==> src/sv/lr_pkg.sv <==
// ----------------------------------------------------------------------------
// Line rasterizer package
// Shared constants, command codes and register map for the line engine.
// ----------------------------------------------------------------------------
package lr_pkg;

  // Default coordinate width and the width of the screen size registers.
  localparam int COORD_BITS_DEF = 12;
  localparam int DIM_BITS       = 11;
  localparam int COLOR_BITS     = 8;

  // Reset values of the screen size registers.
  localparam logic [DIM_BITS-1:0] WIDTH_RESET  = 11'd800;
  localparam logic [DIM_BITS-1:0] HEIGHT_RESET = 11'd600;

  // Configuration port layout.
  localparam int APB_DATA_BITS = 32;
  localparam int APB_ADDR_BITS = 3;
  localparam logic REG_WIDTH  = 1'b0;
  localparam logic REG_HEIGHT = 1'b1;

  // Queue depths between the parts of the engine.
  localparam int CMD_QUEUE_DEPTH = 2;
  localparam int RES_QUEUE_DEPTH = 2;

  // Item command codes.
  typedef enum logic {
    CMD_LOAD    = 1'b0,
    CMD_ADVANCE = 1'b1
  } cmd_code_t;

  // Screen size as seen by the back end.
  typedef struct packed {
    logic [DIM_BITS-1:0] width;
    logic [DIM_BITS-1:0] height;
  } dim_cfg_t;

  // Width of a classified command word for a given coordinate width.
  function automatic int cmd_bits(input int n);
    return 7 * n + 12;
  endfunction

  // Width of a result word for a given coordinate width.
  function automatic int res_bits(input int n);
    return 2 * n + 11;
  endfunction

endpackage

==> src/sv/lr_fifo.sv <==
// ----------------------------------------------------------------------------
// Line rasterizer queue
// Small register queue with push/full and pop/empty handshakes.
// ----------------------------------------------------------------------------
module lr_fifo #(
  parameter int WIDTH = 8,
  parameter int DEPTH = 2
) (
  input  logic             clk,
  input  logic             rst,
  input  logic             push,
  input  logic [WIDTH-1:0] wdata,
  output logic             full,
  input  logic             pop,
  output logic [WIDTH-1:0] rdata,
  output logic             empty
);

  localparam int PW = (DEPTH > 1) ? $clog2(DEPTH) : 1;

  logic [WIDTH-1:0] mem [DEPTH];
  logic [PW-1:0]    wptr;
  logic [PW-1:0]    rptr;
  logic [PW:0]      count;
  logic             do_push;
  logic             do_pop;

  assign full    = (count == (PW+1)'(DEPTH));
  assign empty   = (count == '0);
  assign do_push = push && !full;
  assign do_pop  = pop && !empty;
  assign rdata   = mem[rptr];

  // Storage is written at the write pointer.
  always_ff @(posedge clk) begin
    if (do_push) begin
      mem[wptr] <= wdata;
    end
  end

  // Pointers and fill count.
  always_ff @(posedge clk) begin
    if (rst) begin
      wptr  <= '0;
      rptr  <= '0;
      count <= '0;
    end else begin
      if (do_push) begin
        wptr <= (wptr == PW'(DEPTH - 1)) ? '0 : wptr + 1'b1;
      end
      if (do_pop) begin
        rptr <= (rptr == PW'(DEPTH - 1)) ? '0 : rptr + 1'b1;
      end
      if (do_push && !do_pop) begin
        count <= count + 1'b1;
      end else if (do_pop && !do_push) begin
        count <= count - 1'b1;
      end
    end
  end

endmodule

==> src/sv/lr_cfg.sv <==
// ----------------------------------------------------------------------------
// Line rasterizer configuration registers
// APB-style access to the screen width and height registers.
// ----------------------------------------------------------------------------
module lr_cfg import lr_pkg::*; (
  input  logic                     clk,
  input  logic                     rst,
  input  logic                     psel,
  input  logic                     penable,
  input  logic                     pwrite,
  input  logic [APB_ADDR_BITS-1:0] paddr,
  input  logic [APB_DATA_BITS-1:0] pwdata,
  output logic [APB_DATA_BITS-1:0] prdata,
  output logic                     pready,
  output dim_cfg_t                 dims
);

  logic wr_en;
  logic reg_sel;

  assign pready  = 1'b1;
  assign reg_sel = paddr[2];
  assign wr_en   = psel && penable && pwrite && pready;

  // Register writes.
  always_ff @(posedge clk) begin
    if (rst) begin
      dims.width  <= WIDTH_RESET;
      dims.height <= HEIGHT_RESET;
    end else if (wr_en) begin
      if (reg_sel == REG_WIDTH) begin
        dims.width <= pwdata[DIM_BITS-1:0];
      end else begin
        dims.height <= pwdata[DIM_BITS-1:0];
      end
    end
  end

  // Read data is a plain select of the addressed register.
  always_comb begin
    prdata = '0;
    if (reg_sel == REG_HEIGHT) begin
      prdata[DIM_BITS-1:0] = dims.height;
    end else begin
      prdata[DIM_BITS-1:0] = dims.width;
    end
  end

endmodule

==> src/sv/lr_front.sv <==
// ----------------------------------------------------------------------------
// Line rasterizer front end
// Accepts items, classifies them and precomputes line setup for loads.
// ----------------------------------------------------------------------------
module lr_front import lr_pkg::*; #(
  parameter int COORD_BITS = COORD_BITS_DEF
) (
  input  logic                                 push,
  output logic                                 full,
  input  logic                                 cmd,
  input  logic signed [COORD_BITS-1:0]         start_x,
  input  logic signed [COORD_BITS-1:0]         start_y,
  input  logic signed [COORD_BITS-1:0]         stop_x,
  input  logic signed [COORD_BITS-1:0]         stop_y,
  input  logic [COLOR_BITS-1:0]                pen_color,
  output logic                                 cmd_push,
  output logic [cmd_bits(COORD_BITS)-1:0]      cmd_word,
  input  logic                                 cmd_full
);

  typedef struct packed {
    cmd_code_t                      code;
    logic signed [COORD_BITS-1:0]   start_x;
    logic signed [COORD_BITS-1:0]   start_y;
    logic signed [COORD_BITS-1:0]   end_x;
    logic signed [COORD_BITS-1:0]   end_y;
    logic [COORD_BITS-1:0]          dist_x;
    logic [COORD_BITS-1:0]          dist_y;
    logic                           step_x_neg;
    logic                           step_y_neg;
    logic signed [COORD_BITS:0]     err;
    logic [COLOR_BITS-1:0]          color;
  } cmd_t;

  cmd_t                       word;
  logic signed [COORD_BITS:0] diff_x;
  logic signed [COORD_BITS:0] diff_y;
  logic                       x_up;
  logic                       y_up;
  logic [COORD_BITS:0]        abs_x;
  logic [COORD_BITS:0]        abs_y;

  // Handshake passes straight through to the command queue.
  assign full     = cmd_full;
  assign cmd_push = push && !cmd_full;

  // Absolute deltas and step directions of the new line.
  always_comb begin
    diff_x = {stop_x[COORD_BITS-1], stop_x} - {start_x[COORD_BITS-1], start_x};
    diff_y = {stop_y[COORD_BITS-1], stop_y} - {start_y[COORD_BITS-1], start_y};
    x_up   = (start_x < stop_x);
    y_up   = (start_y < stop_y);
    abs_x  = x_up ? diff_x : -diff_x;
    abs_y  = y_up ? diff_y : -diff_y;
  end

  // Build the classified command word.
  always_comb begin
    word.code       = cmd_code_t'(cmd);
    word.start_x    = start_x;
    word.start_y    = start_y;
    word.end_x      = stop_x;
    word.end_y      = stop_y;
    word.dist_x     = abs_x[COORD_BITS-1:0];
    word.dist_y     = abs_y[COORD_BITS-1:0];
    word.step_x_neg = !x_up;
    word.step_y_neg = !y_up;
    word.err        = $signed({1'b0, abs_x[COORD_BITS-1:0]})
                    - $signed({1'b0, abs_y[COORD_BITS-1:0]});
    word.color      = pen_color;
  end

  assign cmd_word = word;

endmodule

==> src/sv/lr_back.sv <==
// ----------------------------------------------------------------------------
// Line rasterizer back end
// Holds the running line and takes one Bresenham step per advance while it runs.
// ----------------------------------------------------------------------------
module lr_back import lr_pkg::*; #(
  parameter int COORD_BITS = COORD_BITS_DEF
) (
  input  logic                                 clk,
  input  logic                                 rst,
  input  dim_cfg_t                             dims,
  input  logic                                 cmd_empty,
  input  logic [cmd_bits(COORD_BITS)-1:0]      cmd_word,
  output logic                                 cmd_pop,
  input  logic                                 res_full,
  output logic                                 res_push,
  output logic [res_bits(COORD_BITS)-1:0]      res_word
);

  typedef struct packed {
    cmd_code_t                      code;
    logic signed [COORD_BITS-1:0]   start_x;
    logic signed [COORD_BITS-1:0]   start_y;
    logic signed [COORD_BITS-1:0]   end_x;
    logic signed [COORD_BITS-1:0]   end_y;
    logic [COORD_BITS-1:0]          dist_x;
    logic [COORD_BITS-1:0]          dist_y;
    logic                           step_x_neg;
    logic                           step_y_neg;
    logic signed [COORD_BITS:0]     err;
    logic [COLOR_BITS-1:0]          color;
  } cmd_t;

  typedef struct packed {
    logic                           valid_res;
    logic [COORD_BITS-1:0]          pixel_x;
    logic [COORD_BITS-1:0]          pixel_y;
    logic [COLOR_BITS-1:0]          pixel_color;
    logic                           visible;
    logic                           last;
  } res_t;

  localparam int VW = COORD_BITS + DIM_BITS;

  cmd_t                         cw;
  res_t                         res;

  // Line state. The error term can reach one and a half times the larger
  // delta during a shallow line, so it carries two bits beyond the coordinates.
  logic signed [COORD_BITS-1:0] cur_x, cur_y, end_x, end_y;
  logic [COORD_BITS-1:0]        dist_x, dist_y;
  logic                         step_x_neg, step_y_neg;
  logic signed [COORD_BITS+1:0] error_term;
  logic [COLOR_BITS-1:0]        line_color;
  logic                         busy;

  logic signed [COORD_BITS-1:0] cur_x_next, cur_y_next, end_x_next, end_y_next;
  logic [COORD_BITS-1:0]        dist_x_next, dist_y_next;
  logic                         step_x_neg_next, step_y_neg_next;
  logic signed [COORD_BITS+1:0] error_term_next;
  logic [COLOR_BITS-1:0]        line_color_next;

  logic                         go;
  logic                         is_load;
  logic                         emit;
  logic                         fin;
  logic signed [COORD_BITS+2:0] err_ext;
  logic signed [COORD_BITS+2:0] e2;
  logic signed [COORD_BITS+2:0] dx_ext;
  logic signed [COORD_BITS+2:0] dy_ext;
  logic signed [COORD_BITS+2:0] err_sum;
  logic                         move_x;
  logic                         move_y;

  assign cw       = cmd_word;
  assign go       = !cmd_empty && !res_full;
  assign cmd_pop  = go;
  assign res_push = go;
  assign is_load  = (cw.code == CMD_LOAD);
  assign emit     = is_load || busy;

  // One Bresenham step: both tests use the error value from before the step.
  always_comb begin
    err_ext = {error_term[COORD_BITS+1], error_term};
    e2      = {error_term, 1'b0};
    dx_ext  = $signed({3'b000, dist_x});
    dy_ext  = $signed({3'b000, dist_y});
    move_x  = (e2 > -dy_ext);
    move_y  = (e2 < dx_ext);
    err_sum = err_ext - (move_x ? dy_ext : '0) + (move_y ? dx_ext : '0);
  end

  // Next line state for a load or for an advance.
  always_comb begin
    cur_x_next      = cur_x;
    cur_y_next      = cur_y;
    end_x_next      = end_x;
    end_y_next      = end_y;
    dist_x_next     = dist_x;
    dist_y_next     = dist_y;
    step_x_neg_next = step_x_neg;
    step_y_neg_next = step_y_neg;
    error_term_next = error_term;
    line_color_next = line_color;
    if (is_load) begin
      cur_x_next      = cw.start_x;
      cur_y_next      = cw.start_y;
      end_x_next      = cw.end_x;
      end_y_next      = cw.end_y;
      dist_x_next     = cw.dist_x;
      dist_y_next     = cw.dist_y;
      step_x_neg_next = cw.step_x_neg;
      step_y_neg_next = cw.step_y_neg;
      error_term_next = {cw.err[COORD_BITS], cw.err};
      line_color_next = cw.color;
    end else begin
      error_term_next = err_sum[COORD_BITS+1:0];
      if (move_x) begin
        cur_x_next = step_x_neg ? cur_x - 1'b1 : cur_x + 1'b1;
      end
      if (move_y) begin
        cur_y_next = step_y_neg ? cur_y - 1'b1 : cur_y + 1'b1;
      end
    end
  end

  // Result for the emitted pixel; an advance while idle gives all zeros.
  always_comb begin
    fin = (cur_x_next == end_x_next) && (cur_y_next == end_y_next);
    res = '0;
    if (emit) begin
      res.valid_res   = 1'b1;
      res.pixel_x     = cur_x_next;
      res.pixel_y     = cur_y_next;
      res.pixel_color = line_color_next;
      res.visible     = !cur_x_next[COORD_BITS-1] && !cur_y_next[COORD_BITS-1]
                     && ({{DIM_BITS{1'b0}}, cur_x_next} < VW'(dims.width))
                     && ({{DIM_BITS{1'b0}}, cur_y_next} < VW'(dims.height));
      res.last        = fin;
    end
  end

  assign res_word = res;

  // Line state registers.
  always_ff @(posedge clk) begin
    if (go && emit) begin
      cur_x      <= cur_x_next;
      cur_y      <= cur_y_next;
      end_x      <= end_x_next;
      end_y      <= end_y_next;
      dist_x     <= dist_x_next;
      dist_y     <= dist_y_next;
      step_x_neg <= step_x_neg_next;
      step_y_neg <= step_y_neg_next;
      error_term <= error_term_next;
      line_color <= line_color_next;
    end
  end

  // The line is running until its endpoint has been emitted.
  always_ff @(posedge clk) begin
    if (rst) begin
      busy <= 1'b0;
    end else if (go && emit) begin
      busy <= !fin;
    end
  end

`ifndef SYNTHESIS
  // Emitting the endpoint ends the line.
  a_last_ends_line: assert property (@(posedge clk) disable iff (rst)
    go && res.valid_res && res.last |=> !busy)
    else $error("line still running after its endpoint");

  // An advance with no running line returns an empty result.
  a_idle_advance: assert property (@(posedge clk) disable iff (rst)
    go && !is_load && !busy |-> res_push && !res.valid_res)
    else $error("advance while idle produced a pixel");

  // The error term stays within twice the deltas while a line runs.
  a_err_bounds: assert property (@(posedge clk) disable iff (rst)
    busy |-> (err_ext >= -(dy_ext + dy_ext)) && (err_ext <= dx_ext + dx_ext))
    else $error("error term out of range");

  // A non-load step moves x by at most one.
  a_unit_step: assert property (@(posedge clk) disable iff (rst)
    go && !is_load && busy |=> ((cur_x - $past(cur_x)) == '0
      || (cur_x - $past(cur_x)) == COORD_BITS'(1)
      || (cur_x - $past(cur_x)) == '1))
    else $error("x moved by more than one pixel");
`endif

endmodule

==> src/sv/line_rasterizer_top.sv <==
// Path: an accepted item is written into the command queue, stepped by the back end
// and written into the result queue, whose oldest entry drives the result ports.
// Throughput: one item per cycle while items wait and the result queue has room;
// error update, coordinate step and endpoint compare are in one register stage.
// Reset (rst, synchronous): empties both queues, ends any running line and sets
// the screen to 800 by 600.
// ----------------------------------------------------------------------------
// Line rasterizer top level
// Pull-style Bresenham line engine with queue interfaces and APB registers.
// ----------------------------------------------------------------------------
module line_rasterizer_top import lr_pkg::*; #(
  parameter int COORD_BITS = COORD_BITS_DEF
) (
  input  logic                         clk,
  input  logic                         rst,
  // Configuration port
  input  logic                         psel,
  input  logic                         penable,
  input  logic                         pwrite,
  input  logic [APB_ADDR_BITS-1:0]     paddr,
  input  logic [APB_DATA_BITS-1:0]     pwdata,
  output logic [APB_DATA_BITS-1:0]     prdata,
  output logic                         pready,
  // Input items
  input  logic                         push,
  output logic                         full,
  input  logic                         cmd,
  input  logic signed [COORD_BITS-1:0] start_x,
  input  logic signed [COORD_BITS-1:0] start_y,
  input  logic signed [COORD_BITS-1:0] stop_x,
  input  logic signed [COORD_BITS-1:0] stop_y,
  input  logic [COLOR_BITS-1:0]        pen_color,
  // Result items
  output logic                         empty,
  input  logic                         pop,
  output logic                         valid_res,
  output logic signed [COORD_BITS-1:0] pixel_x,
  output logic signed [COORD_BITS-1:0] pixel_y,
  output logic [COLOR_BITS-1:0]        pixel_color,
  output logic                         visible,
  output logic                         last
);

  localparam int CW = cmd_bits(COORD_BITS);
  localparam int RW = res_bits(COORD_BITS);

  typedef struct packed {
    logic                           valid_res;
    logic [COORD_BITS-1:0]          pixel_x;
    logic [COORD_BITS-1:0]          pixel_y;
    logic [COLOR_BITS-1:0]          pixel_color;
    logic                           visible;
    logic                           last;
  } res_t;

  dim_cfg_t         dims;
  logic             cmd_push, cmd_full, cmd_pop, cmd_empty;
  logic [CW-1:0]    cmd_wdata, cmd_rdata;
  logic             res_push, res_full;
  logic [RW-1:0]    res_wdata, res_rdata;
  res_t             res;

  // Configuration registers.
  lr_cfg u_cfg (
    .clk     (clk),
    .rst     (rst),
    .psel    (psel),
    .penable (penable),
    .pwrite  (pwrite),
    .paddr   (paddr),
    .pwdata  (pwdata),
    .prdata  (prdata),
    .pready  (pready),
    .dims    (dims)
  );

  // Front end: classify items and set up new lines.
  lr_front #(.COORD_BITS(COORD_BITS)) u_front (
    .push      (push),
    .full      (full),
    .cmd       (cmd),
    .start_x   (start_x),
    .start_y   (start_y),
    .stop_x    (stop_x),
    .stop_y    (stop_y),
    .pen_color (pen_color),
    .cmd_push  (cmd_push),
    .cmd_word  (cmd_wdata),
    .cmd_full  (cmd_full)
  );

  // Command queue between front and back.
  lr_fifo #(.WIDTH(CW), .DEPTH(CMD_QUEUE_DEPTH)) u_cmd_q (
    .clk   (clk),
    .rst   (rst),
    .push  (cmd_push),
    .wdata (cmd_wdata),
    .full  (cmd_full),
    .pop   (cmd_pop),
    .rdata (cmd_rdata),
    .empty (cmd_empty)
  );

  // Back end: Bresenham stepping.
  lr_back #(.COORD_BITS(COORD_BITS)) u_back (
    .clk       (clk),
    .rst       (rst),
    .dims      (dims),
    .cmd_empty (cmd_empty),
    .cmd_word  (cmd_rdata),
    .cmd_pop   (cmd_pop),
    .res_full  (res_full),
    .res_push  (res_push),
    .res_word  (res_wdata)
  );

  // Result queue toward the consumer.
  lr_fifo #(.WIDTH(RW), .DEPTH(RES_QUEUE_DEPTH)) u_res_q (
    .clk   (clk),
    .rst   (rst),
    .push  (res_push),
    .wdata (res_wdata),
    .full  (res_full),
    .pop   (pop),
    .rdata (res_rdata),
    .empty (empty)
  );

  // Unpack the oldest result onto the ports.
  assign res         = res_rdata;
  assign valid_res   = res.valid_res;
  assign pixel_x     = res.pixel_x;
  assign pixel_y     = res.pixel_y;
  assign pixel_color = res.pixel_color;
  assign visible     = res.visible;
  assign last        = res.last;

endmodule

==> config.mk <==
export PLATFORM = sky130hd
export DESIGN_NAME = line_rasterizer_top
export DESIGN_NICKNAME = d
export VERILOG_FILES = /design/src/sv/lr_pkg.sv /design/src/sv/lr_fifo.sv /design/src/sv/lr_cfg.sv /design/src/sv/lr_front.sv /design/src/sv/lr_back.sv /design/src/sv/line_rasterizer_top.sv
export SDC_FILE = /design/constraint.sdc
export NUM_CORES = 1
export LEC_CHECK = 0
export BUFFER_PORTS_ARGS = -buffer_cell sky130_fd_sc_hd__buf_2
export CORE_MARGIN = 1
export CORE_UTILIZATION = 25
export DETAILED_ROUTE_END_ITERATION = 8
export PLACE_DENSITY = 0.51
export RECOVER_POWER = 25
export SLEW_MARGIN = 0
export SYNTH_ARGS = -nofsm -noshare
export SYNTH_HDL_FRONTEND = slang
export SYNTH_HIERARCHICAL = 1
export SYNTH_SLANG_ARGS = --single-unit
==> constraint.sdc <==
create_clock -name clk -period 18.1 [get_ports clk]
set_clock_uncertainty 0.15 [all_clocks]
set_input_delay 1.81 -clock clk [delete_from_list [all_inputs] [get_ports clk]]
set_output_delay 1.81 -clock clk [all_outputs]
set_load 0.02 [all_outputs]
* After elaboration in Yosys (flattened, before gate mapping)
Memories as Yosys holds them, arrays and structs flattened. A register that Yosys moved wholly into a read port is not among the register bits.
Index checks and enable logic that the tools add are counted.
** Operators by class
- Add/sub/neg operators :: 20
- Order comparisons :: 6
- Eq/ne operators :: 4
- Multiplexer cells :: 32
- Bitwise logic cells :: 2
- Reductions and logical operators :: 38
** Operators with widths (number)
- $mux 12 :: 12
- $mux 35 :: 1
- $add 12x1->12 const B :: 2
- $eq 12x12->1 :: 2
- $lt 12x11->1 :: 2
- $lt 12x12->1 :: 2
- $neg 12->12 :: 2
- $sub 12x1->12 const B :: 2
- $sub 12x12->12 :: 2
- $logic_and 1x1->1 :: 17
- $gt 15x15->1 :: 1
- $lt 15x13->1 :: 1
- $neg 12->15 :: 1
- $add 14x14->14 :: 1
- $mux 14 :: 1
- $sub 14x12->14 :: 1
- $logic_not 1->1 :: 13
- $sub 12x12->13 :: 1
- $mux 1 :: 12
- $mux 11 :: 1
- $mux 2 :: 4
- $mux 8 :: 1
- $reduce_and 2->1 :: 3
- $add 1x1->1 const B :: 4
- 7 further kinds :: 13
** Storage, ports and cells
- Register bits :: 127
- Bits in writable memories :: 262
- Output and inout bits :: 70
- Logic and storage cells :: 123
- Memories kept :: 2
** Memories
- u_cmd_q.mem :: words 2, width 96, read ports 1, clocked after memory_dff 1, wr ports 1, RTL line lr_fifo.sv:21 : logic [WIDTH-1:0] mem [DEPTH];
- u_res_q.mem :: words 2, width 35, read ports 1, clocked after memory_dff 1, wr ports 1, RTL line lr_fifo.sv:21

* Logic depth before layout (Yosys ltp)
- Depth in word-level cells :: 9
- Mapped depth :: 31
- Mapped depth without buffers :: 29

* By module
The synthesis kept the hierarchy.
** Modules (own cells, without submodules)
- lr_back :: instances 1, cells an instance 811, area each 8035.2 um2, sequential area each 2902.8 um2
- lr_fifo (u_cmd_q) :: instances 1, cells an instance 324, area each 7307.0 um2, sequential area each 5865.6 um2
- lr_fifo (u_res_q) :: instances 1, cells an instance 134, area each 2738.9 um2, sequential area each 2202.1 um2
- lr_front :: instances 1, cells an instance 387, area each 2701.3 um2, sequential area each 0.0 um2
- lr_cfg :: instances 1, cells an instance 127, area each 1236.2 um2, sequential area each 440.4 um2

* Least setup slack after synthesis
Ideal clock, no wire load.
- Path type :: reg2reg
- From :: reg with a tool-made name
- To :: reg u_back.cur_x[0], enable pin
- Data arrival time :: 6873 ps
- Required time :: 17365 ps
- Path slack :: 10493 ps
- Cell stages (with the launch flop) :: 11
- Buffers on the path :: 6
- Clock period less this slack :: 7607 ps
- Path through :: dfxtp_1 buf_6 buf_2 mux2_2 clkbuf_1 inv_1 clkbuf_1 clkbuf_1 nor2_1 clkbuf_1 nor3_1
** RTL lines
- end signal: assignment :: RTL line lr_back.sv:147 : cur_x <= cur_x_next;
- end: declaration :: RTL line lr_back.sv:49 : logic signed [COORD_BITS-1:0] cur_x, cur_y, end_x, end_y;

==> out/results.tsv <==
metric	value	unit
vias	13475	
async_reset_ff_share	0	%
final_cell_mix	edfxtp_1, inv_1, mux2_2	
io_pins	169	
syn_inst	1783	
grt_overflow	0	
post_cts_resized	0	
n_fill_cell	8907	
grt_max_degree	86	
layout.nets	2098	
finalSetupViolCount	0	
ys_seq_area_share	51.8	%
total_power	5.04	mW
port_buffers	123	
path_clk_slew	0.06	ns
grt_pass1_vias	13456	
synth_edf_count	358	
setup_tns	0	ns
rows	108	
hp-class	register to register	
violations	max-capacitance violations, max-slew violations	
grt_use_total	12.0	%
p_int	3.06	mW
routabilityCongestion	0.840	
report.final.slew_viol_count	173	
cts.path.max_buffers	3	
die_y	299	um
routedWlPerCell	17.9	um
period_share	45.3	%
power_frac_seq	31.2	%
critPathMaxStageDelay	3.74	ns
firstDrtPassIters	5	
holdBufCountCts	0	
ctsHtreeMaxLevel	2	
die_width	299	um
ant_nets	0	
fp.coreArea	87000	um2
fin_cells	3048	
viasPerCell	4.42	
place_inst	2973	
critPathCaptureType	register	
cts_sinks	391	
start_util	25.3	%
post-cts-setup-buffers	0	
timing.fmax	0.122	GHz
avgSynthCellArea	12.3	um2
max-vdd-ir-drop	0.0822	mV
cp.arrival	8.38	ns
fin_crit	8.19	ns
cts_buffers	43	
hold_viol_final	0	
power.density	204	nW/um2
combPwrFrac	50.8	%
drc	0	
clock-root-buffer	clkbuf_16	
yosys_warnings	6	
critPathLaunchType	register	
cpMaxStageDelayCell	clkbuf_1	
path_class	register to register	
status	finished, violations left	
power_frac_clock	18.0	%
area_growth	12.3	%
multiInputGateArea	9160	um2
rsz0062_at_grt	false	
hold_start	u_res_q/wptr$_SDFFE_PP0P_	
antenna_found_initial	3	
required	18.28	ns
seq_area	11400	um2
grt_pass1_wl	81.6	mm
slew-limit-headroom	-255	%
synth_ff_type	edfxtp_1	
dr.first_iter.drc_count	954	
synth.distinct_cells	91	
dieArea	89300	um2
tightest_slew	5.32	ns
drv_cap	3	
final_common_cell	edfxtp_1	
cts_tree	yes	
crit_chain	clkbuf_1, mux2_2, xor2_1, a2111oi_0, a21oi_1, nor4b_1, nand4_1, nor3_1	
p_leak	9.22	nW
ys_ff_latch	391	
wl	54.4	mm
syn_area	22000	um2
path_max_fanout	85	
netSwitchingFraction	39.4	%
layout-drive-gt1-share	17.7	%
fin_util	28.4	%
clk_latency	0.57	ns
power.switching	1.98	mW
hpwl	39.9	mm
-- cell usage after synthesis, types with 12 or more instances --
library cell	instances	area share, %
ha_1	119	6.8
a21oi_1	69	1.6
mux2i_1	34	1.5
a211oi_1	13	0.44
and2_1	36	1.0
buf_4	85	2.9
nor2b_1	19	0.54
o21ai_0	43	0.98
mux2_4	41	2.8
buf_2	13	0.30
clkbuf_1	19	0.32
mux2_2	143	7.3
edfxtp_1	358	49
nor3_1	30	0.68
nand2_1	67	1.1
or3_1	12	0.34
dfxtp_1	33	3.0
xor2_1	47	1.9
nor2_1	107	1.8
a21o_1	18	0.61
nand2b_1	42	1.2
fa_1	17	1.5
xnor2_1	62	2.5
inv_1	151	2.6
nand3_1	22	0.50
-- worst paths after layout --
| kind | cells past startpoint | slack (ns) | to |
|---|---|---|---|
| setup reg to reg | 8 | 9.91 | u_res_q/mem[0][0]$_DFFE_PP_ |
| hold / removal | 2 | 0.33 | u_res_q/wptr$_SDFFE_PP0P_ |
| hold reg to reg | 2 | 0.33 | u_res_q/wptr$_SDFFE_PP0P_ |
| setup / recovery | 8 | 9.91 | u_res_q/mem[0][0]$_DFFE_PP_ |
-- kinds of logic (layout without fill, tap and decap cells) --
kind of cell	after synthesis	after routing	synth area share [%]
mux	218	218	11.7
buf+inv	280	367	6.59
other cells	2	25	0.0341
flops	391	391	51.8
fa+ha+maj	137	137	8.36
xor+xnor	111	111	4.48
simple gates	398	398	9.38
compound gates	246	246	7.68
-- power groups by stage --
stage / clock (mW) / combinational, mW / sequential (mW)
6_report: 0.907 / 2.56 / 1.57
3_3_place_gp: 0 / 2.53 / 1.58
5_1_grt: 0.969 / 2.83 / 1.60
2_1_floorplan: 0 / 1.91 / 1.55
3_5_place_dp: 0 / 2.57 / 1.59
4_1_cts: 0.936 / 2.59 / 1.58
-- registers in the layout, summed over array words and instances, names as in the netlist, 12 cells and up, named ones only --
| register | flops |
|---|---|
| u_back/cur_y | 12 |
| u_cmd_q/mem | 192 |
| u_back/cur_x | 12 |
| u_back/end_y | 12 |
| u_res_q/mem | 70 |
| u_back/dist_x | 12 |
| u_back/dist_y | 12 |
| u_cfg/dims | 22 |
| u_back/end_x | 12 |
| u_back/error_term | 14 |
-- layout make-up --
class	count	area share (%)
sequential	391	46.2
multi-input combinational	1132	37.0
tap	1155	5.85
clock buffer	54	4.77
timing repair buffer	142	2.76
inverter	153	2.33
clock inverter	18	1.04
antenna	3	0.0304
-- per-stage QoR --
stage / hold slack (ns) / instance area [um2] / worst slack [ns]
finish: 0.334 / 24700 / 9.91
global route: 0.363 / 24700 / 9.18
CTS: 0.339 / 24900 / 11.33
global placement: 0.321 / 23500 / 11.15
detailed placement: 0.331 / 23500 / 11.14
floorplan: 0.302 / 22100 / 10.49
-- worst max-delay path, delay by kind of cell (launching register included) --
family / cells / cell delay [ns]
AOI/OAI and AO/OA: 2 / 0.58
xor gates and xnor gates: 1 / 0.09
buffers and inverters: 1 / 3.74
DFF: 1 / 0.98
muxes: 1 / 0.87
and+or+nand+nor: 3 / 1.38
-- routing by layer --
metal | vias to the layer above | track usage, % | wire length [um]
li1 | 6501 | - | -
met1 | 6615 | 17.2 | 26500
met2 | 288 | 18.6 | 24400
met3 | 67 | 1.63 | 2490
met4 | 4 | 3.39 | 1070
met5 | - | 0 | 25
Note: power is estimated with default switching activity, not from simulation.
